### config.mk
export PLATFORM = sky130hd
export DESIGN_NAME = zero_order_hold_resampler
export DESIGN_NICKNAME = d
export VERILOG_FILES = /design/src/hw/rtl/zohr_pkg.sv /design/src/hw/rtl/zero_order_hold_resampler.sv /design/src/hw/rtl/zohr_ctrl.sv /design/src/hw/rtl/zohr_dp.sv
export SDC_FILE = /design/constraint.sdc
export NUM_CORES = 1
export LEC_CHECK = 0
export BUFFER_PORTS_ARGS = -buffer_cell sky130_fd_sc_hd__buf_2
export CORE_AREA = 2 2 177 136
export CTS_CLUSTER_DIAMETER = 30
export CTS_CLUSTER_SIZE = 16
export DETAILED_ROUTE_END_ITERATION = 8
export DIE_AREA = 0 0 179 138
export GPL_TIMING_DRIVEN = 0
export MAX_ROUTING_LAYER = met4
export PLACE_DENSITY = 0.83
export SLEW_MARGIN = 5
export SYNTH_ARGS = -nofsm -noshare
export SYNTH_HDL_FRONTEND = slang
export SYNTH_HIERARCHICAL = 1
export SYNTH_SLANG_ARGS = --single-unit
### constraint.sdc
create_clock -name clk -period 8.9 [get_ports clk]
set_clock_uncertainty 0.05 [all_clocks]
set_input_delay 1.335 -clock clk [delete_from_list [all_inputs] [get_ports clk]]
set_output_delay 1.335 -clock clk [all_outputs]
set_load 0.05 [all_outputs]
### src/hw/rtl/zohr_pkg.sv
// Shared constants, types and controller/datapath interface structs for the resampler.
package zohr_pkg;

  localparam int MAX_CHANNELS = 4;
  localparam int SAMPLE_BITS  = 24;

  localparam int STEP_BITS = 23;
  localparam int ACT_BITS  = 3;
  localparam int POS_BITS  = 23;
  localparam int FRAC_BITS = 16;
  localparam int IDX_BITS  = 1;

  localparam logic [POS_BITS-1:0]  ONE_Q16    = POS_BITS'(65536);
  localparam logic [STEP_BITS-1:0] STEP_LOW   = STEP_BITS'(1024);
  localparam logic [STEP_BITS-1:0] STEP_HIGH  = STEP_BITS'(4194304);
  localparam logic [STEP_BITS-1:0] STEP_RESET = STEP_BITS'(65536);
  localparam logic [ACT_BITS-1:0]  ACT_RESET  = ACT_BITS'(1);
  localparam logic [ACT_BITS-1:0]  ACT_MAX    = ACT_BITS'(MAX_CHANNELS);

  // register indexes on the configuration port
  localparam logic [IDX_BITS-1:0] REG_STEP_SIZE       = IDX_BITS'(0);
  localparam logic [IDX_BITS-1:0] REG_ACTIVE_CHANNELS = IDX_BITS'(1);

  typedef logic signed [SAMPLE_BITS-1:0] sample_t;
  typedef sample_t [MAX_CHANNELS-1:0]    frame_t;

  typedef enum logic [1:0] {
    ST_IDLE = 2'b01,
    ST_RUN  = 2'b10
  } state_t;

  typedef struct packed {
    logic capture;  // take the incoming frame
    logic emit;     // load one output frame and advance the position
    logic finish;   // drop one from the position and hold the new frame
  } dp_cmd_t;

  typedef struct packed {
    logic below_one;  // read position is below one
    logic out_free;   // output register can take a frame this cycle
  } dp_status_t;

endpackage

### src/hw/rtl/zero_order_hold_resampler.sv
// Top level of the zero-order-hold resampler: controller plus datapath.
//
//   transaction   handshake               payload
//   ------------  ----------------------  -------------------------------------
//   input frame   in_valid / in_stall     sample_0 .. sample_3
//   output frame  out_valid / out_stall   out_0 .. out_3, last_of_run
//   config write  cfg_write_en            cfg_index, cfg_data
//
// An input frame is taken in a capture step, then causes N output frames
// (0 to 64), each through the shared position adder, and ends with a step
// that wraps the position. Reset (rst, synchronous) restores step 1.0, one
// channel, position zero and the unprimed state. A stall on the output holds
// the emission loop; the output register lets the next input frame be taken
// while the last output frame still waits.
module zero_order_hold_resampler
  import zohr_pkg::*;
(
  input  logic                 clk,
  input  logic                 rst,
  // configuration
  input  logic                 cfg_write_en,
  input  logic [IDX_BITS-1:0]  cfg_index,
  input  logic [STEP_BITS-1:0] cfg_data,
  // input frames
  input  logic                 in_valid,
  output logic                 in_stall,
  input  sample_t              sample_0,
  input  sample_t              sample_1,
  input  sample_t              sample_2,
  input  sample_t              sample_3,
  // output frames
  output logic                 out_valid,
  input  logic                 out_stall,
  output sample_t              out_0,
  output sample_t              out_1,
  output sample_t              out_2,
  output sample_t              out_3,
  output logic                 last_of_run
);

  dp_cmd_t    cmd;
  dp_status_t status;
  frame_t     in_frame;
  frame_t     out_frame;

  // gather the channel ports into one frame
  assign in_frame[0] = sample_0;
  assign in_frame[1] = sample_1;
  assign in_frame[2] = sample_2;
  assign in_frame[3] = sample_3;

  assign out_0 = out_frame[0];
  assign out_1 = out_frame[1];
  assign out_2 = out_frame[2];
  assign out_3 = out_frame[3];

  // sequence one input frame at a time
  zohr_ctrl u_ctrl (
    .clk      (clk),
    .rst      (rst),
    .in_valid (in_valid),
    .in_stall (in_stall),
    .status   (status),
    .cmd      (cmd)
  );

  // hold frames, advance the read position, register the output
  zohr_dp u_dp (
    .clk          (clk),
    .rst          (rst),
    .cfg_write_en (cfg_write_en),
    .cfg_index    (cfg_index),
    .cfg_data     (cfg_data),
    .in_frame     (in_frame),
    .cmd          (cmd),
    .status       (status),
    .out_valid    (out_valid),
    .out_stall    (out_stall),
    .out_frame    (out_frame),
    .out_last     (last_of_run)
  );

endmodule

### src/hw/rtl/zohr_ctrl.sv
// Controller state machine: sequences capture, emission and wrap-up of one frame.
module zohr_ctrl
  import zohr_pkg::*;
(
  input  logic       clk,
  input  logic       rst,
  input  logic       in_valid,
  output logic       in_stall,
  input  dp_status_t status,
  output dp_cmd_t    cmd
);

  state_t state;
  state_t state_next;

  assign in_stall = (state != ST_IDLE);

  always_comb begin
    cmd        = '0;
    state_next = state;
    case (state)
      ST_IDLE: begin
        if (in_valid) begin
          cmd.capture = 1'b1;
          state_next  = ST_RUN;
        end
      end
      ST_RUN: begin
        if (status.below_one) begin
          cmd.emit = status.out_free;
        end else begin
          cmd.finish = 1'b1;
          state_next = ST_IDLE;
        end
      end
      default: begin
        state_next = ST_IDLE;
      end
    endcase
  end

  always_ff @(posedge clk) begin
    if (rst) begin
      state <= ST_IDLE;
    end else begin
      state <= state_next;
    end
  end

endmodule

### src/hw/rtl/zohr_dp.sv
// Datapath: configuration registers, frame stores, read position and output register.
module zohr_dp
  import zohr_pkg::*;
(
  input  logic                 clk,
  input  logic                 rst,
  input  logic                 cfg_write_en,
  input  logic [IDX_BITS-1:0]  cfg_index,
  input  logic [STEP_BITS-1:0] cfg_data,
  input  frame_t               in_frame,
  input  dp_cmd_t              cmd,
  output dp_status_t           status,
  output logic                 out_valid,
  input  logic                 out_stall,
  output frame_t               out_frame,
  output logic                 out_last
);

  logic [STEP_BITS-1:0] step_size;
  logic [ACT_BITS-1:0]  active_channels;
  logic [STEP_BITS-1:0] step_clamped;
  logic [ACT_BITS-1:0]  act_clamped;
  frame_t               held;
  frame_t               pending;
  frame_t               masked;
  logic                 primed;
  logic [POS_BITS-1:0]  read_position;
  logic [POS_BITS-1:0]  pos_sum;

  // clamp register writes to the legal range
  always_comb begin
    step_clamped = cfg_data;
    if (cfg_data < STEP_LOW) begin
      step_clamped = STEP_LOW;
    end else if (cfg_data > STEP_HIGH) begin
      step_clamped = STEP_HIGH;
    end
    act_clamped = cfg_data[ACT_BITS-1:0];
    if (act_clamped == '0) begin
      act_clamped = ACT_RESET;
    end else if (act_clamped > ACT_MAX) begin
      act_clamped = ACT_MAX;
    end
  end

  // lanes at or above the channel count read as zero
  always_comb begin
    for (int ch = 0; ch < MAX_CHANNELS; ch++) begin
      masked[ch] = (ACT_BITS'(ch) < active_channels) ? held[ch] : '0;
    end
  end

  assign pos_sum          = read_position + POS_BITS'(step_size);
  assign status.below_one = (read_position[POS_BITS-1:FRAC_BITS] == '0);
  assign status.out_free  = !out_valid || !out_stall;

  always_ff @(posedge clk) begin
    if (rst) begin
      step_size       <= STEP_RESET;
      active_channels <= ACT_RESET;
    end else if (cfg_write_en) begin
      case (cfg_index)
        REG_STEP_SIZE:       step_size       <= step_clamped;
        REG_ACTIVE_CHANNELS: active_channels <= act_clamped;
        default: ;
      endcase
    end
  end

  always_ff @(posedge clk) begin
    if (rst) begin
      primed        <= 1'b0;
      read_position <= '0;
      out_valid     <= 1'b0;
    end else begin
      if (cmd.capture) begin
        primed <= 1'b1;
      end
      if (cmd.emit) begin
        read_position <= pos_sum;
        out_valid     <= 1'b1;
      end else if (cmd.finish) begin
        read_position <= read_position - ONE_Q16;
      end
      if (!cmd.emit && out_valid && !out_stall) begin
        out_valid <= 1'b0;
      end
    end
  end

  always_ff @(posedge clk) begin
    if (cmd.capture) begin
      pending <= in_frame;
      if (!primed) begin
        held <= in_frame;
      end
    end
    if (cmd.finish) begin
      held <= pending;
    end
    if (cmd.emit) begin
      out_frame <= masked;
      out_last  <= (pos_sum[POS_BITS-1:FRAC_BITS] != '0);
    end
  end

endmodule
-- Yosys cells after proc, flatten, opt, wreduce, memory -nomap -nowiden
Index checks and enable logic that the tools add are counted.
- bitwise operators: 1
- mux-type cells: 17
- add/subtract/negate cells: 2
- shift operators: 0
- multipliers: 0
- magnitude comparators: 7
- divide/modulo/power cells: 0
- equal/unequal tests: 6
- reductions and logical operators: 16
- operators by type and width (kind ; count):
    $mux 96 ; 3
    $mux 23 ; 4
    $add 23x23->23 ; 1
    $gt 23x23->1 const B ; 1
    $lt 23x11->1 const B ; 1
    $sub 23x17->23 const B ; 1
    $reduce_and 2->1 ; 4
    $logic_not 7->1 ; 1
    $reduce_bool 7->1 ; 1
    $lt 1x3->1 const A ; 2
    $lt 2x3->1 const A ; 2
    $mux 2 ; 3
    $mux 3 ; 2
    $ne 2x2->1 const B ; 3
    $mux 1 ; 4
    $pmux 2 s2 ; 1
    $reduce_bool 2->1 ; 2
    $gt 3x3->1 const B ; 1
    $logic_not 1->1 ; 3
    $logic_not 3->1 ; 1
    $eq 2x1->1 const B ; 1
    $eq 2x2->1 const B ; 1
    $logic_and 1x1->1 ; 2
    $ne 2x1->1 const B ; 1
    other kinds (3) ; 3
- memories kept: 0
- bits in latches: 0
- bits in writable memories: 0
- output and inout bits: 99
- bits in registers: 342
- bits in read-only memories: 0

-- Longest topological paths before layout
Gate-level depths: netlist (run 1).
- depth in word-level cells: 8
- mapped depth: 10
- depth with buffers taken out: 10

-- By module
The synthesis (run 1) kept the hierarchy.
- by module, submodules not included (module ; sequential area each (um^2) ; cells each ; area each (um^2) ; instances):
    zohr_dp ; 9699.3 ; 859 ; 13513.0 ; 1
    zohr_ctrl ; 40.0 ; 10 ; 98.8 ; 1

-- Least setup slack after synthesis (run 1)
OpenSTA, ideal clock, no wires.
- path type: in2reg
- from: in in_valid
- to: reg u_dp/held[0] in the netlist's numbering (enable)
- stages: 3
- path slack: 2.861 ns
- setup time: 0.453 ns
- buffers on the path: 0
- data arrival time: 5.536 ns
- cells stage by stage: nand3b_1 inv_1 a21o_1
- RTL lines (element ; line ; text):
    start: declaration ; zero_order_hold_resampler.sv:25 ; input logic in_valid,
    end signal: assignment ; zohr_dp.sv:95 ; held <= in_frame;
    end signal: assignment ; zohr_dp.sv:99 ; held <= pending;
    end: declaration ; zohr_dp.sv:23 ; frame_t held;

==> implementation parameters, run 1 <==
Parameter                              Value

Worst hold path
  Hold depth    2
  Path category of the worst min-delay check    reg -> reg

Global routing
  Pin count of the biggest net entering global routing    66
  Aggregate global routing overflow    0
  Global-route met2 utilization    0.369
  Grt met1 use    0.320
  Met3 Usage GRT    0.0649
  Routing layer with the top usage in global route    met2
  Vias in the first global route    between 8000 and 9000
  Antenna violations before repair    6
  Global-route wire length before repair    44900 um
  Global-route total usage across every layer    0.244

Logic synthesis
  Most common cell in the synthesized netlist    edfxtp_1
  Top area cells in the synthesized netlist    edfxtp_1 (64%), mux2_2 (7.9%), dfxtp_1 (7.8%)
  Number of distinct standard cells referenced by the synthesized netlist    55
  EDFF count, synth    289
  Synthesized-area fraction occupied by ao, oa, aoi and oai cells    0.0552
  Synthesized-area fraction occupied by xor and xnor cells    0.0161
  Mean area per synthesized cell    around 16 sq um
  Share of async-settable or async-resettable flops after synthesis    0
  Sequential cell area fraction in the yosys report    0.716
  Cell type with the largest total area after synthesis    edfxtp_1
  Netlist Area Pre-Place    between 0.01 and 0.015 sq mm
  Simple-gate portion of the synthesized area    0.0863
  FF+latch count, synth    342
  Fraction of post-synthesis cell area in the top cell type by area    0.638
  Leading post-synthesis cells by instance count    edfxtp_1 (289), mux2_2 (96), nor2b_1 (75), dfxtp_1 (53), nor2_1 (52)
  Share of synthesized area spent on multiplexers    0.0912
  Post-Synth Adder-Cell Area    0.0235
  Main combinational cell family by area after synthesis    multiplexers
  Most used flip-flop cell after synthesis    edfxtp_1
  Number of warnings printed during yosys synthesis    6
  Total nets after synthesis    1019
  Mapped Cells    869

Clock network
  TritonCTS Sinks    342
  Root buffer cell    clkbuf_16
  Clock slew seen by the registers of the worst setup and hold paths    50 ps
  Clock insertion delay at the later pin of the skew report    550 ps
  Number of buffers created by CTS    48
  Number of buffers on the longest clock path    3
  Total of cells resized after clock tree synthesis    0
  Maximum level of the CTS H-tree    2
  Clock tree from TritonCTS    yes
  Post-CTS Setup Inserts    0
  Hold Buf Count CTS    0

Status
  Outcome    completed

Power
  Combinational share of power    0.061
  Total power consumption of the routed design    0.00398 W
  Internal power consumption    0.00307 W
  Switching part of the total power    0.228
  Clock power frac    0.471
  Sequential power share    0.468
  Power density of the placed cells    236 mW/mm^2
  Worst vdd rail ir drop    between 150 and 200 uV
  Power dissipated by switching net loads    0.000909 W
  Static leakage    6.29 nW

Timing
  Worst slew pin tran    1180 ps
  Tmin final    3990 ps
  Unrepaired setup endpoints after global routing    no
  Worst hold slack    412 ps
  Post-route setup TNS    0 ps
  Slew Limit Fails    0
  Share of the cycle needed by the critical path after routing    0.449
  Peak clock frequency supported by timing    0.250 GHz
  Worst Slack Setup Final    4910 ps
  Final setup violating endpoints    0
  Final count of hold timing violations    0
  Relative slew slack    0.210

Place
  Half-perimeter wire length after detailed placement    19100 um
  Pre-CTS setup slack    approximately 4400 ps
  Port buffer count    223
  Placed Area    0.0152 sq mm
  Gpl congestion    about 0.87

Critical path
  R2R cell count    9
  Worst path arrival time    between 4000 and 5000 ps
  CP required    9240 ps
  Category of the most critical setup path    in -> reg
  CP Launch Type    primary input
  Biggest fanout along the worst timing path    54
  Critical Path End Type    flip-flop

Routing
  Vias per inst    5.51
  Antenna-violating nets left    0
  First-pass iteration count of the detailed router    7
  Number of DRC violations after detailed-routing iteration 0    630
  Wire length reported by the detailed router    29000 um
  DRC violation count after routing    0
  Routed length per instance    about 19 um
  Detailed-route via count    between 8000 and 9000

Floorplanning
  Core Box Area    0.0232 sq mm
  Floorplan die width    179 um
  Die Span Y    between 100 and 150 um
  Number of ports placed on the die boundary    224
  Initial standard-cell utilization of the core    0.586
  Site row count    49
  Die outline area    about 0.025 sq mm

Final layout
  Share of post-route cells with drive strength above 1    0.351
  Post-layout net count    1295
  P&R area growth vs syn    23.7%
  Layout fillers    between 1000 and 1500
  Non-Filler Cell Area, Final    around 0.017 sq mm

Flow run
  Max capacitance violation total    0
## placed cells by master (no fill, tap or decap), drive strengths merged, types with 16 or more instances in the layout
cell type | Yosys | layout
mux2 | 96 | 96
dfxtp | 53 | 53
a21oi | 29 | 29
edfxtp | 289 | 289
buf | 2 | 228
clkbuf | 32 | 85
mux2i | 16 | 16
nand2 | 27 | 27
inv | 10 | 21
and2 | 26 | 26
clkinv | 0 | 20
ha | 24 | 24
nor2 | 52 | 52
nor2b | 75 | 75
## metal layers
metal / part of all wire / routed length (um)
met3: 0.091 / 2630
met1: 0.42 / 12100
met4: 0.027 / 789
met5: 0 / 0
met2: 0.46 / 13400
## cell families (layout without fill, tap and decap cells)
family	count (synthesis)	after routing
buffers and inverters	44	360
AND/OR/NAND/NOR	219	219
XOR/XNOR	25	25
multiplexers	112	112
adder cells (fa/ha/maj)	25	25
flip-flops	342	342
other	0	6
AO/OA/AOI/OAI	102	102
## layout make-up
cell class                 instances  area, sq um  area share
antenna                            6         15.0    0.000892
clock buffer                      53         1240      0.0737
sequential                       342         9740       0.579
clock inverter                    37          372      0.0221
timing repair buffer             226         1200      0.0712
inverter                          10         40.0     0.00238
buffer                            34          129     0.00766
tap                              306          383      0.0227
multi-input combinational        483         3720       0.221
## stage by stage
step	instances	util
after floorplan	869	-
after global placement	1398	0.650
after detailed placement	1401	0.654
after CTS	1491	0.724
after global routing	1497	0.724
final	1497	0.724
## state kept, by name, indices dropped and copies added (netlist names)
register	cells
u_dp/out_last	1
u_dp/held	96
u_dp/active_channels	3
u_dp/primed	1
u_dp/out_valid	1
u_dp/step_size	23
u_dp/read_position	23
u_ctrl/state	2
u_dp/pending	96
u_dp/out_frame	96
## critical path, cell delays in order
cell and delay (ps):
buf_2 90, nand2_1 130, and4b_4 900, buf_16 320, clkbuf_1 470, buf_1 680, mux2i_1 320, nor2_1 70
## power by group through the flow
stage / Sequential [W] / Clock, W / Combinational [W]
final: 0.00186 / 0.00187 / 0.000244
after global routing: 0.00187 / 0.00197 / 0.000265
after CTS: 0.00186 / 0.00191 / 0.000245
after detailed placement: 0.00189 / 0 / 0.000242
after global placement: 0.00190 / 0 / 0.000226
after floorplan: 0.00193 / 0 / 0.000116
## worst paths after layout
check                         start               endpoint  slack (ps)
min              u_dp/step_size[18]     u_dp/step_size[18]         410
max                       out_stall  u_dp/read_position[6]        4910
max reg2reg  u_dp/read_position[19]  u_dp/read_position[6]        4980
min reg2reg      u_dp/step_size[18]     u_dp/step_size[18]         410
Note: power is estimated with default switching activity, not from simulation.
==> inputs of run 2 (changes only) <==
--- a/config.mk
+++ b/config.mk
@@ -5,15 +5,16 @@
 export SDC_FILE = /design/constraint.sdc
 export NUM_CORES = 1
 export LEC_CHECK = 0
+export ABC_AREA = 1
 export BUFFER_PORTS_ARGS = -buffer_cell sky130_fd_sc_hd__buf_2
-export CORE_AREA = 2 2 177 136
+export CORE_AREA = 2 2 197 151
 export CTS_CLUSTER_DIAMETER = 30
 export CTS_CLUSTER_SIZE = 16
 export DETAILED_ROUTE_END_ITERATION = 8
-export DIE_AREA = 0 0 179 138
+export DIE_AREA = 0 0 199 153
 export GPL_TIMING_DRIVEN = 0
 export MAX_ROUTING_LAYER = met4
-export PLACE_DENSITY = 0.83
+export PLACE_DENSITY = 0.75
 export SLEW_MARGIN = 5
 export SYNTH_ARGS = -nofsm -noshare
 export SYNTH_HDL_FRONTEND = slang
==> constraint.sdc (replaced) <==
create_clock -name clk -period 3.21 [get_ports clk]
set_clock_uncertainty 0.05 [all_clocks]
set_input_delay 0.4815 -clock clk [delete_from_list [all_inputs] [get_ports clk]]
set_output_delay 0.4815 -clock clk [all_outputs]
set_load 0.05 [all_outputs]
==> run 2 against run 1 <==
Against the previous run: synthesized cell count grew 62%; final cell count is 43% higher; die area rose by 23%; register-to-register slack worse by 4700 ps; sequential power grew to 2.8 times the previous value; non-clock buffer count up 19; flip-flop and latch count unchanged; global-route usage decreased by 1.3 points; critical path depth rose by 5; area after synthesis up 5.7%; core utilization fell by 9.1 points; critical path type is now reg -> reg; largest power group unchanged; highest routed layer unchanged.
==> implementation parameters, run 2 <==
Parameter                              Value

Critical path
  Critical R2R Capture    u_dp/held[78] (was u_dp/read_position[6])
  CP required    3410 ps (was 9240 ps)
  Critical Path End Type    flip-flop (unchanged)
  Slack of the worst reg-to-reg path    240 ps (was 4980 ps)
  Highest cell delay on the worst timing path    370 ps (was 900 ps)
  Category of the most critical setup path    reg -> reg (was in -> reg)
  Cell with the most instances on the worst path    buf_12
  Buffer and inverter count on the worst path    8 (was 4)
  Endpoint of the worst setup timing path    u_dp/held[78] (was u_dp/read_position[6])
  Cell-by-cell listing of the critical path    inv_1 -> ha_1 -> nand3_1 -> nor2_2 -> nor2_2 -> clkinvlp_4 -> buf_2 -> buf_2 -> o21ai_4 -> buf_12 -> buf_16 -> buf_12 -> buf_12 (was buf_2 -> nand2_1 -> and4b_4 -> buf_16 -> clkbuf_1 -> buf_1 -> mux2i_1 -> nor2_1)
  Delay-heaviest family, CP    buffers and inverters (unchanged)
  Worst path arrival time    3180 ps (was 4330 ps)
  R2R cell count    13 (was 9)
  Biggest fanout along the worst timing path    28 (was 54)
  CP max-delay cell    dfxtp_1 (was and4b_4)
  Worst r2r src    u_dp/read_position[17] (was u_dp/read_position[19])
  First element of the critical path    u_dp/read_position[17] (was out_stall)
  CP Launch Type    flip-flop (was primary input)
  Logic depth of the worst path, buffers included    13 (was 8)

Clock network
  TritonCTS Sinks    342 (unchanged)
  Number of buffers on the longest clock path    3 (unchanged)
  Clock insertion delay at the later pin of the skew report    580 ps (was 550 ps)
  Maximum level of the CTS H-tree    2 (unchanged)
  Clock tree from TritonCTS    yes (unchanged)
  Clock slew seen by the registers of the worst setup and hold paths    60 ps (was 50 ps)
  Number of buffers created by CTS    53 (was 48)
  Root buffer cell    clkbuf_16 (unchanged)
  Hold Buf Count CTS    0 (unchanged)

Floorplanning
  Die Span Y    153 um (was 138 um)
  Number of ports placed on the die boundary    224 (unchanged)
  Initial standard-cell utilization of the core    0.504 (was 0.586)
  Floorplan die width    199 um (was 179 um)
  Core Box Area    0.0286 sq mm (was 0.0232 sq mm)
  Die outline area    0.0304 sq mm (was 0.0247 sq mm)
  Site row count    54 (was 49)

Logic synthesis
  Netlist Area Pre-Place    0.0144 sq mm (was 0.0136 sq mm)
  Share of async-settable or async-resettable flops after synthesis    0 (unchanged)
  Synthesized-area fraction occupied by ao, oa, aoi and oai cells    0.0316 (was 0.0552)
  Synthesized-area fraction occupied by xor and xnor cells    0.00913 (was 0.0161)
  Most common cell in the synthesized netlist    nand2_1 (was edfxtp_1)
  EDFF count, synth    289 (unchanged)
  Number of warnings printed during yosys synthesis    6 (unchanged)
  Simple-gate portion of the synthesized area    0.199 (was 0.0863)
  Top area cells in the synthesized netlist    edfxtp_1 (60%), nand2_1 (13%), dfxtp_1 (7.4%) (was edfxtp_1 (64%), mux2_2 (7.9%), dfxtp_1 (7.8%))
  Number of distinct standard cells referenced by the synthesized netlist    35 (was 55)
  Leading post-synthesis cells by instance count    nand2_1 (496), edfxtp_1 (289), inv_1 (181), nor2_1 (138), a21oi_1 (57) (was edfxtp_1 (289), mux2_2 (96), nor2b_1 (75), dfxtp_1 (53), nor2_1 (52))
  Post-Synth Adder-Cell Area    0.0223 (was 0.0235)
  Main combinational cell family by area after synthesis    simple AND/OR/NAND/NOR gates (was multiplexers)
  Cell type with the largest total area after synthesis    edfxtp_1 (unchanged)
  Total nets after synthesis    1559 (was 1019)
  Mapped Cells    1409 (was 869)
  Mean area per synthesized cell    10.2 sq um (was 15.7 sq um)
  Sequential cell area fraction in the yosys report    0.677 (was 0.716)
  FF+latch count, synth    342 (unchanged)
  Fraction of post-synthesis cell area in the top cell type by area    0.603 (was 0.638)
  Share of synthesized area spent on multiplexers    0 (was 0.0912)
  Most used flip-flop cell after synthesis    edfxtp_1 (unchanged)

Routing
  First-pass iteration count of the detailed router    5 (was 7)
  Routed length per instance    15.8 um (was 19.4 um)
  Number of DRC violations after detailed-routing iteration 0    731 (was 630)
  Antenna-violating nets left    0 (unchanged)
  DRC violation count after routing    0 (unchanged)
  Vias per inst    4.91 (was 5.51)
  Wire length reported by the detailed router    33800 um (was 29000 um)
  Detailed-route via count    10500 (was 8244)

Timing
  Worst hold slack    45.8 ps (was 412 ps)
  Final count of hold timing violations    0 (unchanged)
  Final setup violating endpoints    0 (unchanged)
  Post-route setup TNS    0 ps (unchanged)
  Peak clock frequency supported by timing    0.337 GHz
  Unrepaired setup endpoints after global routing    yes (was no)
  Share of the cycle needed by the critical path after routing    0.926
  Tmin final    2970 ps
  Worst slew pin tran    1110 ps (was 1180 ps)
  Slew Limit Fails    0 (unchanged)
  Relative slew slack    0.254 (was 0.210)

Status
  Outcome    completed (unchanged)

Place
  Port buffer count    223 (unchanged)
  Gpl congestion    0.949 (was 0.872)
  Half-perimeter wire length after detailed placement    23800 um (was 19100 um)

Power
  Total power consumption of the routed design    0.0115 W (was 0.00398 W)
  Power density of the placed cells    634 mW/mm^2 (was 236 mW/mm^2)
  Worst vdd rail ir drop    491 uV (was 180 uV)
  Static leakage    8.16 nW (was 6.29 nW)

Global routing
  Pin count of the biggest net entering global routing    41 (was 66)
  Antenna violations before repair    5 (was 6)
  Vias in the first global route    10000 (was 8456)
  Aggregate global routing overflow    0 (unchanged)
  Global-route total usage across every layer    0.231 (was 0.244)
  Global-route wire length before repair    52600 um (was 44900 um)

Final layout
  Share of post-route cells with drive strength above 1    0.211 (was 0.351)
  Top flop regs    u_dp/held (96), u_dp/out_frame (96), u_dp/pending (96) (unchanged)
  Commonest non-fill, non-tap cells in the layout    nand2_1 (496), edfxtp_1 (289), buf_2 (231), inv_1 (178), nor2_1 (135) (was edfxtp_1 (289), buf_2 (224), mux2_2 (96), nor2b_1 (75), dfxtp_1 (53))
  Register area    0.00974 sq mm (about the same)
  P&R area growth vs syn    25.8% (was 23.7%)
  Layout fillers    2203 (was 1434)
  Final core occ    0.633 (was 0.724)
  Most common library cell in the layout ignoring fill and taps    nand2_1 (was edfxtp_1)
  Post-layout net count    1846 (was 1295)
  Multi-input combinational cell area    0.00382 sq mm (was 0.00372 sq mm)

Worst hold path
  Path category of the worst min-delay check    in -> reg (was reg -> reg)

Flow run
  Max capacitance violation total    0 (unchanged)
-- run 2: changes by cell type after synthesis, sizes merged, moves of 7 or more --
cell    before  now
mux2        96    0
inv         10  182
and2        26    4
a21o        11    2
clkbuf      32   25
nand2       27  496
buf          2   22
a22oi       14    1
a21oi       29   58
a211oi       8    0
nor2        52  139
mux2i       16    0
nand3       12   57
nor2b       75    0
-- run 2: repair_timing --
item,in CTS,in global routing
cloned,0,0
gates resized for setup,1,1
setup endpoints to repair,53,25
setup buffers,1,0
-- run 2: worst min path at each step --
stage | end | start | cells past startpoint
floorplan | u_dp/step_size[16] | u_dp/step_size[16] | 2
global placement | u_dp/read_position[10] | u_dp/read_position[10] | 2
detailed placement | u_dp/step_size[13] | u_dp/step_size[13] | 2
CTS | u_dp/pending[72] | sample_3[0] | 1
global route | u_dp/pending[43] | sample_1[19] | 1
finish | u_dp/pending[66] | sample_2[18] | 1
-- run 2: metal layers --
layer | track usage | routed length, um | vias up
li1 | - | - | 5158
met1 | 0.314 | 14700 | 4858
met2 | 0.345 | 15300 | 414
met3 | 0.0545 | 2900 | 65
met4 | 0.0746 | 930 | 0
met5 | - | 0 | -
-- run 2: cell families after synthesis --
family | after synthesis
buffers and inverters | 229
AOI/OAI and AO/OA | 85
DFF | 342
adders and majority gates | 25
and+or+nand+nor | 713
xor gates and xnor gates | 15
-- run 2: layout make-up --
type,instances,area share
diodes,5,0.000691
inverters,182,0.0382
repair buffers,233,0.0729
clock buffers,59,0.0745
well taps,392,0.0271
multi-input cells,838,0.211
clock inverters,39,0.0243
flip-flops and latches,342,0.538
plain buffers,46,0.0131
-- run 2: through the flow --
step | cell area [sq um] | setup WS, ps | instances
after global placement | 16100 | -2090 | 2024
after CTS | 18100 | 143 | 2131
after global routing | 18100 | -26.1 | 2136
after floorplan | 14500 | -691 | 1409
final | 18100 | 238 | 2136
after detailed placement | 16300 | -306 | 2033
-- run 2: where the power goes --
group / switching [W] / internal [W] / leakage, nW
clock: 0.00210 / 0.00349 / 0.858
combinational: 0.000487 / 0.000231 / 4.12
sequential: 0.0000706 / 0.00510 / 3.18
==> inputs of run 3 (changes only) <==
--- a/config.mk
+++ b/config.mk
@@ -7,14 +7,16 @@
 export LEC_CHECK = 0
 export ABC_AREA = 1
 export BUFFER_PORTS_ARGS = -buffer_cell sky130_fd_sc_hd__buf_2
-export CORE_AREA = 2 2 197 151
+export CORE_AREA = 2 2 194 148
+export CTS_BUF_LIST = sky130_fd_sc_hd__clkbuf_2
 export CTS_CLUSTER_DIAMETER = 30
 export CTS_CLUSTER_SIZE = 16
 export DETAILED_ROUTE_END_ITERATION = 8
-export DIE_AREA = 0 0 199 153
+export DIE_AREA = 0 0 196 150
 export GPL_TIMING_DRIVEN = 0
 export MAX_ROUTING_LAYER = met4
-export PLACE_DENSITY = 0.75
+export PLACE_DENSITY = 0.78
+export RECOVER_POWER = 100
 export SLEW_MARGIN = 5
 export SYNTH_ARGS = -nofsm -noshare
 export SYNTH_HDL_FRONTEND = slang
==> run 3 against run 2 <==
Against the previous run: global-route usage up 3.5 points; routed wire length up 13%; critical path type unchanged; critical path depth down 4; total power down 23%; highest routed layer unchanged; die area down 3.4%; critical endpoint is now u_dp/held[80]; largest cell class unchanged; final cell count up 5.0%.
==> implementation parameters, run 3 (synthesis gave the netlist of run 2 again) <==
Parameter                              Value

Routing
  First-pass iteration count of the detailed router    5 (unchanged)
  Vias per inst    5.13 (was 4.91)
  Detailed-route via count    11500 (was 10500)
  DRC violation count after routing    0 (unchanged)
  Wire length reported by the detailed router    38300 um (was 33800 um)
  Antenna-violating nets left    0 (unchanged)
  Routed length per instance    17.1 um (was 15.8 um)
  Number of DRC violations after detailed-routing iteration 0    991 (was 731)

Timing
  Unrepaired setup endpoints after global routing    no (was yes)
  Slew Limit Fails    0 (unchanged)
  Tmin final    2980 ps (was 2970 ps)
  Worst hold slack    218 ps (was 45.8 ps)
  Final count of hold timing violations    0 (unchanged)
  Relative slew slack    0.253 (was 0.254)
  Share of the cycle needed by the critical path after routing    0.927 (was 0.926)
  Worst Slack Setup Final    234 ps (was 238 ps)
  Final setup violating endpoints    0 (unchanged)
  Worst slew pin tran    1110 ps (about the same)
  Peak clock frequency supported by timing    0.336 GHz (was 0.337 GHz)

Flow run
  Max capacitance violation total    0 (unchanged)

Clock network
  Number of buffers on the longest clock path    3 (unchanged)
  Clock slew seen by the registers of the worst setup and hold paths    190 ps (was 60 ps)
  Clock insertion delay at the later pin of the skew report    950 ps (was 580 ps)
  Root buffer cell    clkbuf_2 (was clkbuf_16)
  Clock tree from TritonCTS    yes (unchanged)
  Post-CTS Setup Inserts    0 (was 1)
  Number of buffers created by CTS    50 (was 53)
  Maximum level of the CTS H-tree    2 (unchanged)
  TritonCTS Sinks    342 (unchanged)

Critical path
  Critical R2R Capture    u_dp/held[80] (was u_dp/held[78])
  Worst r2r src    u_ctrl/state[0] (was u_dp/read_position[17])
  CP Launch Type    flip-flop (unchanged)
  Slack of the worst reg-to-reg path    230 ps (was 240 ps)
  CP required    3780 ps (was 3410 ps)
  Category of the most critical setup path    reg -> reg (unchanged)
  Worst path arrival time    3550 ps (was 3180 ps)
  Biggest fanout along the worst timing path    42 (was 28)
  R2R cell count    9 (was 13)
  Critical Path End Type    flip-flop (unchanged)

Final layout
  Layout fillers    2142 (was 2203)
  P&R area growth vs syn    25.8% (about the same)
  Share of post-route cells with drive strength above 1    0.0856 (was 0.211)
  Top flop regs    u_dp/held (96), u_dp/out_frame (96), u_dp/pending (96) (unchanged)
  Final core occ    0.656 (was 0.633)
  Post-layout net count    1991 (was 1846)
  Commonest non-fill, non-tap cells in the layout    nand2_1 (496), edfxtp_1 (289), clkbuf_1 (224), inv_1 (179), dlygate4sd3_1 (149) (was nand2_1 (496), edfxtp_1 (289), buf_2 (231), inv_1 (178), nor2_1 (135))
  Register area    0.00974 sq mm (unchanged)
  Most common library cell in the layout ignoring fill and taps    nand2_1 (unchanged)
  Multi-input combinational cell area    0.00379 sq mm (was 0.00382 sq mm)

Global routing
  Antenna violations before repair    5 (unchanged)
  Global-route total usage across every layer    0.266 (was 0.231)
  Pin count of the biggest net entering global routing    43 (was 41)
  Vias in the first global route    11300 (was 10000)
  Global-route wire length before repair    58400 um (was 52600 um)
  Aggregate global routing overflow    0 (unchanged)

Worst hold path
  Hold-critical path endpoint    u_dp/pending[43] (was u_dp/pending[66])
  Path category of the worst min-delay check    in -> reg (unchanged)
  Min-Delay Startpoint    sample_1[19] (was sample_2[18])
  Hold depth    2 (was 1)

Floorplanning
  Die Span Y    150 um (was 153 um)
  Die outline area    0.0294 sq mm (was 0.0304 sq mm)
  Site row count    53 (was 54)
  Core Box Area    0.0276 sq mm (was 0.0286 sq mm)
  Floorplan die width    196 um (was 199 um)
  Initial standard-cell utilization of the core    0.522 (was 0.504)
  Number of ports placed on the die boundary    224 (unchanged)

Power
  Static leakage    7.70 nW (was 8.16 nW)
  Power density of the placed cells    489 mW/mm^2 (was 634 mW/mm^2)
  Worst vdd rail ir drop    318 uV (was 491 uV)

Status
  Outcome    completed (unchanged)

Place
  Pre-CTS setup slack    -271 ps (was -306 ps)
  Gpl congestion    0.987 (was 0.949)
  Half-perimeter wire length after detailed placement    24300 um (was 23800 um)
  Port buffer count    223 (unchanged)
run 3: cell type report:
type | count | share of cell area
antenna | 5 | 0.000691
buffer | 45 | 0.0102
clock buffer | 53 | 0.0146
clock inverter | 38 | 0.0232
inverter | 182 | 0.0379
multi-input combinational | 838 | 0.210
sequential | 342 | 0.538
tap | 357 | 0.0247
timing repair buffer | 381 | 0.141
timing repair inverter | 1 | 0.000276
run 3: metal layers:
metal / global-route usage / wire (um) / vias up
li1: - / - / 5424
met1: 0.349 / 16200 / 5402
met2: 0.415 / 17800 / 564
met3: 0.0471 / 2940 / 122
met4: 0.109 / 1350 / 0
met5: - / 0 / -
run 3: worst max-delay path by stage:
stage	from	depth (start not counted)	slack (ps)	endpoint
finish	u_ctrl/state[0]	9	230	u_dp/held[80]
global route	u_ctrl/state[0]	9	30	u_dp/held[80]
CTS	u_dp/read_position[16]	12	130	u_dp/held[80]
detailed placement	u_dp/read_position[16]	13	-270	u_dp/held[79]
global placement	in_valid	5	-2120	u_dp/held[60]
floorplan	in_valid	4	-690	u_dp/held[0]
run 3: critical path: stages, from the launching register on:
cell and delay (ps):
dfxtp_1 420, nand3_4 150, clkinvlp_4 420, buf_16 230
buf_12 250, inv_1 110, o21ai_4 370, buf_16 220
buf_16 190, buf_12 210
run 3: repair_timing:
item                                    4_1_cts  5_1_grt
resized for setup                             1        2
hold endpoints to repair                    223        0
hold buffers                                149        0
pin swaps                                     0        1
endpoints found under the setup margin       73        6
gates cloned                                  1        0
run 3: through the flow:
step | std cells | power, W | setup TNS (ps) | instance area [sq um]
3_5_place_dp | 1998 | 0.00597 | -11080 | 16300
3_3_place_gp | 1989 | 0.00591 | -290300 | 16100
4_1_cts | 2238 | 0.00891 | 0 | 18400
6_report | 2242 | 0.00885 | 0 | 18100
2_1_floorplan | 1409 | 0.00567 | -68240 | 14500
5_1_grt | 2242 | 0.00919 | 0 | 18100
run 3: report_power, final:
| part | leakage [nW] | total [W] | switching [W] | internal [W] |
|---|---|---|---|---|
| clock network | 0.410 | 0.00284 | 0.00176 | 0.00108 |
| registers | 3.18 | 0.00516 | 0.0000769 | 0.00509 |
| logic | 4.11 | 0.000852 | 0.000535 | 0.000317 |
| total | 7.70 | 0.00885 | 0.00237 | 0.00648 |
